**config.mk**
```make
export PLATFORM = sky130hd
export DESIGN_NAME = rsi_sqrt
export DESIGN_NICKNAME = d
export VERILOG_FILES = /design/src/rtl/rsi_sqrt.sv
export SDC_FILE = /design/constraint.sdc
export NUM_CORES = 2
export LEC_CHECK = 0
export BUFFER_PORTS_ARGS = -buffer_cell sky130_fd_sc_hd__buf_2
export CAP_MARGIN = 20
export CORE_ASPECT_RATIO = 0.7
export CORE_MARGIN = 3
export CORE_UTILIZATION = 55
export CTS_CLUSTER_DIAMETER = 150
export DETAILED_ROUTE_END_ITERATION = 6
export GPL_ROUTABILITY_DRIVEN = 0
export MAX_ROUTING_LAYER = met4
export PLACE_DENSITY = 0.69
export REMOVE_ABC_BUFFERS = 1
export SYNTH_ARGS = -nofsm -noshare
export SYNTH_HDL_FRONTEND = slang
export SYNTH_SLANG_ARGS = --single-unit
export TNS_END_PERCENT = 30
```
**constraint.sdc**
```tcl
create_clock -name clk -period 3.3 [get_ports clk]
set_input_delay 0.165 -clock clk [delete_from_list [all_inputs] [get_ports clk]]
set_output_delay 0.165 -clock clk [all_outputs]
set_load 0.005 [all_outputs]
```
**src/rtl/rsi_sqrt.sv**
```systemverilog
// pipelined floor integer square root, one root bit per stage
`default_nettype none

module rsi_sqrt #(
  parameter int  RAD_W = 64,
  parameter type tag_t = logic
) (
  input  wire logic             clk,
  input  wire logic             rst,
  input  wire logic             en,
  input  wire logic             in_vld,
  input  wire logic [RAD_W-1:0] rad,
  input  tag_t                  in_tag,
  output logic                  out_vld,
  output logic [RAD_W/2-1:0]    root,
  output tag_t                  out_tag
);

  localparam int RW = RAD_W / 2;
  localparam int EW = RAD_W + 2;

  logic [EW-1:0] rem   [0:RW-1];
  logic [RW-1:0] rt    [0:RW];
  logic          vld   [0:RW];
  tag_t          tag   [0:RW];
  logic [EW-1:0] trial [1:RW];
  logic          ge    [1:RW];

  // (r + 2^k)^2 - r^2 for each root bit k
  always_comb begin
    for (int i = 1; i <= RW; i++) begin
      trial[i] = ({{(EW-RW){1'b0}}, rt[i-1]} << (RW - i + 1))
               + (EW'(1) << (2 * (RW - i)));
      ge[i]    = rem[i-1] >= trial[i];
    end
  end

  // valid bits
  always_ff @(posedge clk) begin
    if (rst) begin
      for (int i = 0; i <= RW; i++) vld[i] <= 1'b0;
    end else if (en) begin
      vld[0] <= in_vld;
      for (int i = 1; i <= RW; i++) vld[i] <= vld[i-1];
    end
  end

  // stage data
  always_ff @(posedge clk) begin
    if (en) begin
      rem[0] <= {2'b00, rad};
      rt[0]  <= '0;
      tag[0] <= in_tag;
      for (int i = 1; i <= RW; i++) begin
        rt[i]  <= ge[i] ? (rt[i-1] | (RW'(1) << (RW - i))) : rt[i-1];
        tag[i] <= tag[i-1];
      end
      for (int i = 1; i < RW; i++) begin
        rem[i] <= ge[i] ? rem[i-1] - trial[i] : rem[i-1];
      end
    end
  end

  assign out_vld = vld[RW];
  assign root    = rt[RW];
  assign out_tag = tag[RW];

endmodule

`default_nettype wire

```
---- After elaboration in Yosys (flattened, before gate mapping) ----
Memories as Yosys holds them, arrays and structs flattened.
Index checks and enable logic that the tools add are counted.
word-level totals
  register bits after elaboration ......... 0
  bits in writable memories ............... 3234
  input port bits ......................... 69
  logic and storage cells ................. 234
  memories kept ........................... 4
operators by class
  $add $sub $neg .......................... 63
  order comparisons ....................... 32
  muxes and demuxes ....................... 102
  bitwise logic cells ..................... 33
memories
  name  depth  bits a word  read ports  clocked after memory_dff  write ports  RTL line  source
  rem   32     66           32          0                         32           22        logic [EW-1:0] rem [0:RW-1];
  rt    33     32           33          0                         33           23        logic [RW-1:0] rt [0:RW];
  tag   33     1            33          0                         33           25        tag_t tag [0:RW];
  vld   33     1            33          0                         33           24        logic vld [0:RW];
operators with widths
  operator                                          number
  66-bit 2-to-1 mux                                 31
  66-bit by 34-bit >= comparator with 1-bit output  1
  66-bit by 35-bit >= comparator with 1-bit output  1
  66-bit by 36-bit >= comparator with 1-bit output  1
  66-bit by 37-bit >= comparator with 1-bit output  1
  66-bit by 38-bit >= comparator with 1-bit output  1
  66-bit by 39-bit >= comparator with 1-bit output  1
  66-bit by 40-bit >= comparator with 1-bit output  1
  66-bit by 41-bit >= comparator with 1-bit output  1
  66-bit by 42-bit >= comparator with 1-bit output  1
  66-bit by 43-bit >= comparator with 1-bit output  1
  66-bit by 44-bit >= comparator with 1-bit output  1
  66-bit by 45-bit >= comparator with 1-bit output  1
  66-bit by 46-bit >= comparator with 1-bit output  1
  66-bit by 47-bit >= comparator with 1-bit output  1
  66-bit by 48-bit >= comparator with 1-bit output  1
  66-bit by 49-bit >= comparator with 1-bit output  1
  66-bit by 50-bit >= comparator with 1-bit output  1
  66-bit by 51-bit >= comparator with 1-bit output  1
  66-bit by 52-bit >= comparator with 1-bit output  1
  66-bit by 53-bit >= comparator with 1-bit output  1
  66-bit by 54-bit >= comparator with 1-bit output  1
  66-bit by 55-bit >= comparator with 1-bit output  1
  66-bit by 56-bit >= comparator with 1-bit output  1
  other kinds (105)                                 176

---- Longest topological paths before layout ----
  depth in word-level cells ............... 4
  mapped depth ............................ 15
  depth with buffers taken out ............ 13

---- Worst setup path after synthesis ----
OpenSTA, ideal clock, no wires.
  path type ............................... reg-to-reg
  start ................................... mem rem[27][42] in the netlist's numbering
  end ..................................... mem rem[28][21] in the netlist's numbering, data pin
  library setup time ...................... 0.262 ns
  data arrival time ....................... 3.404 ns
  data required time ...................... 3.038 ns
  slack ................................... -0.367 ns
  cell stages (with the launch flop) ...... 10
  period minus slack after synthesis ...... 3.667 ns
  cells stage by stage .................... edfxtp_1 > or4_4 > or4_4 > or4_1 > or4b_1 > nand2b_4 > a211o_4 > nor2_4 > buf_6 > mux2_1
RTL lines
  element      RTL line
  from (decl)  22

==> Flow_metrics.wiki <==
{| class="wikitable"
! Metric !! Value
|-
| Dominant register cell in the synthesized netlist || sky130_fd_sc_hd__edfxtp_1
|-
| Number of buffers inserted during clock tree synthesis || 271
|-
| Count of buffer and inverter cells on the critical path || 1
|-
| Starting Density || 55.7%
|-
| Min setup slack post-route || -0.490 ns
|-
| Sw Ratio || 30.1%
|-
| Chip Height || 410 um
|-
| Part of the cycle the worst path needs || 115%
|-
| Clock power share || 29.3%
|-
| Leading post-synthesis cells by cell area || sky130_fd_sc_hd__edfxtp_1 (63%), sky130_fd_sc_hd__ha_1 (5.4%), sky130_fd_sc_hd__xnor2_1 (3.4%), sky130_fd_sc_hd__xor2_1 (3.0%), sky130_fd_sc_hd__a21oi_1 (2.5%)
|-
| Net switching power of the design || 31.2 mW
|-
| Die width || 584 um
|-
| Distinct cell type count after synthesis || 98
|-
| Final max-slew violation count || 0
|-
| Critical path cell sequence || or4_4 > or4_4 > or4_4 > or4b_4 > nand2b_4 > a211o_4 > buf_6 > o21ai_4 > nor3_1 > xor2_1
|-
| Drt via density || 6.09
|-
| Power density over the cells || 651 nW/um^2
|-
| Clock Pin Slew Worst Setup and Hold Paths || 0.06 ns
|-
| Total gr overflow || 0
|-
| Top routing layer in use || met4
|-
| Crit. End Element || register
|-
| Category of the worst setup path launch point || register
|-
| Half-perimeter wire length after placement || 256 mm
|-
| Placement Setup Slack || -1.41 ns
|-
| Via count || 92964
|-
| Async set-or-reset flop fraction in the synthesized netlist || 0%
|-
| EDFF count, synth || 2703
|-
| Total I/O pin count || 103
|-
| Standard cell area after detailed placement || 143000 um^2
|-
| Cell count after synthesis || 10137
|-
| Total of max-cap violations || 0
|-
| Residual antenna-violating net count after detailed routing || 0
|-
| Largest voltage drop on the vdd net || 0.563 mV
|-
| Result of the run || finished, violations left
|-
| Final number of hold-violating endpoints || 0
|-
| Worst max-slew margin expressed relative to the limit || 28.4%
|-
| Global-route wire length before repair || 529 mm
|-
| Fill count || 15472
|-
| Area share of the largest cell type after synthesis || 63.1%
|-
| Post-Route Skew || 0.0551 ns
|-
| Metal1 wirelength || 163 mm
|-
| Synth area leader || sky130_fd_sc_hd__edfxtp_1
|-
| Number of rows created at floorplan || 147
|-
| Number of sinks driven by the clock tree || 2703
|-
| 1st-iter DRT viols || 12569
|-
| Reg power frac || 44.9%
|-
| Final count of negative-setup-slack endpoints || 503
|-
| Root Buffer Master || sky130_fd_sc_hd__clkbuf_16
|-
| Maximum number of pins on one net before global-route repair || 159
|-
| Transition time of the tightest slew-check pin || 1.07 ns
|-
| DR DRC count || 2
|-
| Delay-heaviest family, CP || simple AND/OR/NAND/NOR gates
|-
| Fmax || 0.264 GHz
|-
| Share of final-layout standard cells stronger than drive strength 1 || 22.4%
|-
| Start of the worst register-to-register path || rem[27][42]
|-
| Count of input and output buffers || 102
|-
| P&R area growth vs syn || 24.0%
|-
| Routed Wire Length || 359 mm
|-
| Largest stage delay, worst path || 0.55 ns
|-
| Length of routed met2 wiring || 139 mm
|-
| FF+latch area || 81200 um^2
|-
| Multi-input gate area || 47600 um^2
|-
| Deepest level of the CTS H-tree || 5
|-
| Leakage power figure || 62.3 nW
|-
| Synthesized area per cell || 12.7 um^2
|-
| Router iterations before antenna repair || 7
|-
| Fraction of power consumed by combinational cells || 25.8%
|-
| Launching instance or port of the critical path || rem[27][42]
|-
| CTS tree || yes
|-
| Worst Path Class, Setup || register to register
|-
| Register-to-Register Setup Slack || -0.49 ns
|-
| Min-delay worst type || input pin to register
|-
| Worst hold-check slack || 0.0581 ns
|-
| Max Root-Sink Buffers || 4
|-
| Later-pin clock latency in the skew report || 0.87 ns
|-
| CORE AREA || 231000 um^2
|-
| Cell at the slowest stage of the critical path || sky130_fd_sc_hd__or4_4
|-
| WL/cell || 23.5 um
|-
| Crit Path Max Fanout || 5
|-
| Number of antenna violations at the first check in global routing || 15
|-
| Data arrival time of the critical path || 4.36 ns
|-
| Routed wl met3 || 51.0 mm
|-
| Number of warning messages in the yosys log || 0
|-
| Crit path top cell by count || sky130_fd_sc_hd__or4_4
|-
| Sequential area share after synthesis || 63.1%
|-
| Finished layout cell area || 159000 um^2
|-
| Data required time at the worst endpoint || 3.87 ns
|-
| Flops & latches, synth || 2703
|-
| Hold_sp || in_tag
|-
| Violations in the final reports || design-rule violations, negative setup slack
|-
| Netlist Area Pre-Place || 129000 um^2
|-
| RSZ-0062 raised after global routing || true
|-
| Internal Power || 72.5 mW
|-
| Fin nets || 12643
|-
| Number of global-route vias before repair || 87052
|-
| Global-route total usage across every layer || 29.6%
|-
| Minimum clock period after layout || 3.79 ns
|-
| Overall die area || 240000 um^2
|}
-- layout make-up --
class	count	share of cell area [%]
Clock inverter	143	0.854
Clock buffer	326	4.52
Sequential cell	2703	50.9
Antenna cell	8	0.0126
Multi-Input combinational cell	6494	29.8
Timing Repair Buffer	1854	9.82
Tap cell	3054	2.40
Inverter	692	1.65
-- worst reg2reg max path: cells and delay by family, from the launching register on --
| family | cells | cell delay, ns |
|---|---|---|
| compound gates | 2 | 0.58 |
| buf+inv | 1 | 0.15 |
| xor+xnor | 1 | 0.16 |
| flops | 1 | 0.39 |
| simple gates | 6 | 2.23 |
-- layer usage --
metal | up-vias | track usage (%)
met5 | - | -
li1 | 41781 | -
met3 | 512 | 8.70
met1 | 45475 | 46.8
met4 | 0 | 5.57
met2 | 5196 | 37.4
-- power by group through the flow --
stage | clock, mW | combinational (mW) | sequential [mW]
after global routing | 32.2 | 28.8 | 46.9
after detailed placement | 0 | 23.3 | 46.9
after global placement | 0 | 22.6 | 46.8
after floorplan | 0 | 13.8 | 45.6
after CTS | 30.8 | 24.4 | 46.3
final | 30.4 | 26.7 | 46.6
-- path summary, 6_finish.rpt --
kind | to | cells after the start
worst min register to register | tag[0][1] | 0
worst min-delay path | tag[0][0] | 2
worst max register to register | rem[28][44] | 10
worst max-delay path | rem[28][44] | 10
-- cells in the final DEF, fill, tap and decap left out, drive strengths merged, types with 62 or more instances in the layout --
cell type / count
buf: 1705
mux2: 69
a21oi: 630
nor2b: 70
clkbuf: 337
nor2: 688
nand4: 167
edfxtp: 2703
and2: 69
inv: 702
dlygate4sd3: 133
nand2b: 108
xnor2: 502
nor3: 266
a21o: 267
clkinv: 94
or3: 126
nand2: 610
o21a: 90
o21ai: 419
nand3: 183
ha: 558
and3: 62
or4: 79
nor4: 392
xor2: 446
-- flip-flops by register name, summed over array words and instances, names as in the netlist --
signal  flops
vld        33
rt        528
tag        33
rem      2109
-- metrics by stage --
step	instances	utilization, %	total power, mW	setup TNS, ns
global placement	14467	62.0	69.5	-258.73
detailed placement	14467	62.0	70.2	-304.40
finish	15274	69.1	104	-105.06
CTS	15152	67.6	102	-103.21
global route	15273	69.1	108	-164.25
floorplan	9887	-	59.4	-420.76
-- what timing repair did --
item / 4_1_cts / 5_1_grt
setup endpoints to repair: 716 / 874
setup buffers: 76 / 116
gates cloned: 11 / 19
endpoints found under the hold margin: 192 / 0
gates resized for setup: 449 / 475
hold buffers: 133 / 0
pin swaps: 138 / 174
-- synthesized netlist by cell type (all sizes together), types with 16 or more instances --
cell / number
a21boi: 28
a21oi: 630
inv: 692
a31oi: 39
or4: 79
nand3b: 42
nor2: 688
o31ai: 50
nand2: 610
nor4: 392
a211oi: 53
a31o: 17
nand3: 183
o21ai: 418
nor2b: 70
a21o: 267
o211ai: 38
nand2b: 108
mux2: 69
clkbuf: 181
and2: 69
and3: 62
buf: 69
nor3: 266
or2: 39
o21bai: 44
xor2: 446
nor3b: 20
ha: 558
xnor2: 502
nand4: 167
a211o: 17
or3: 126
nor4b: 43
nand4b: 42
edfxtp: 2703
o21a: 90
a2111oi: 16
-- cell families after synthesis --
logic type	count (synthesis)	synth area share [%]
simple gates	3063	12.4
flops	2703	63.1
compound gates	1842	8.94
xor+xnor	948	6.46
buf+inv	942	2.90
fa+ha+maj	558	5.43
mux	81	0.698
Note: power is estimated with default switching activity, not from simulation.
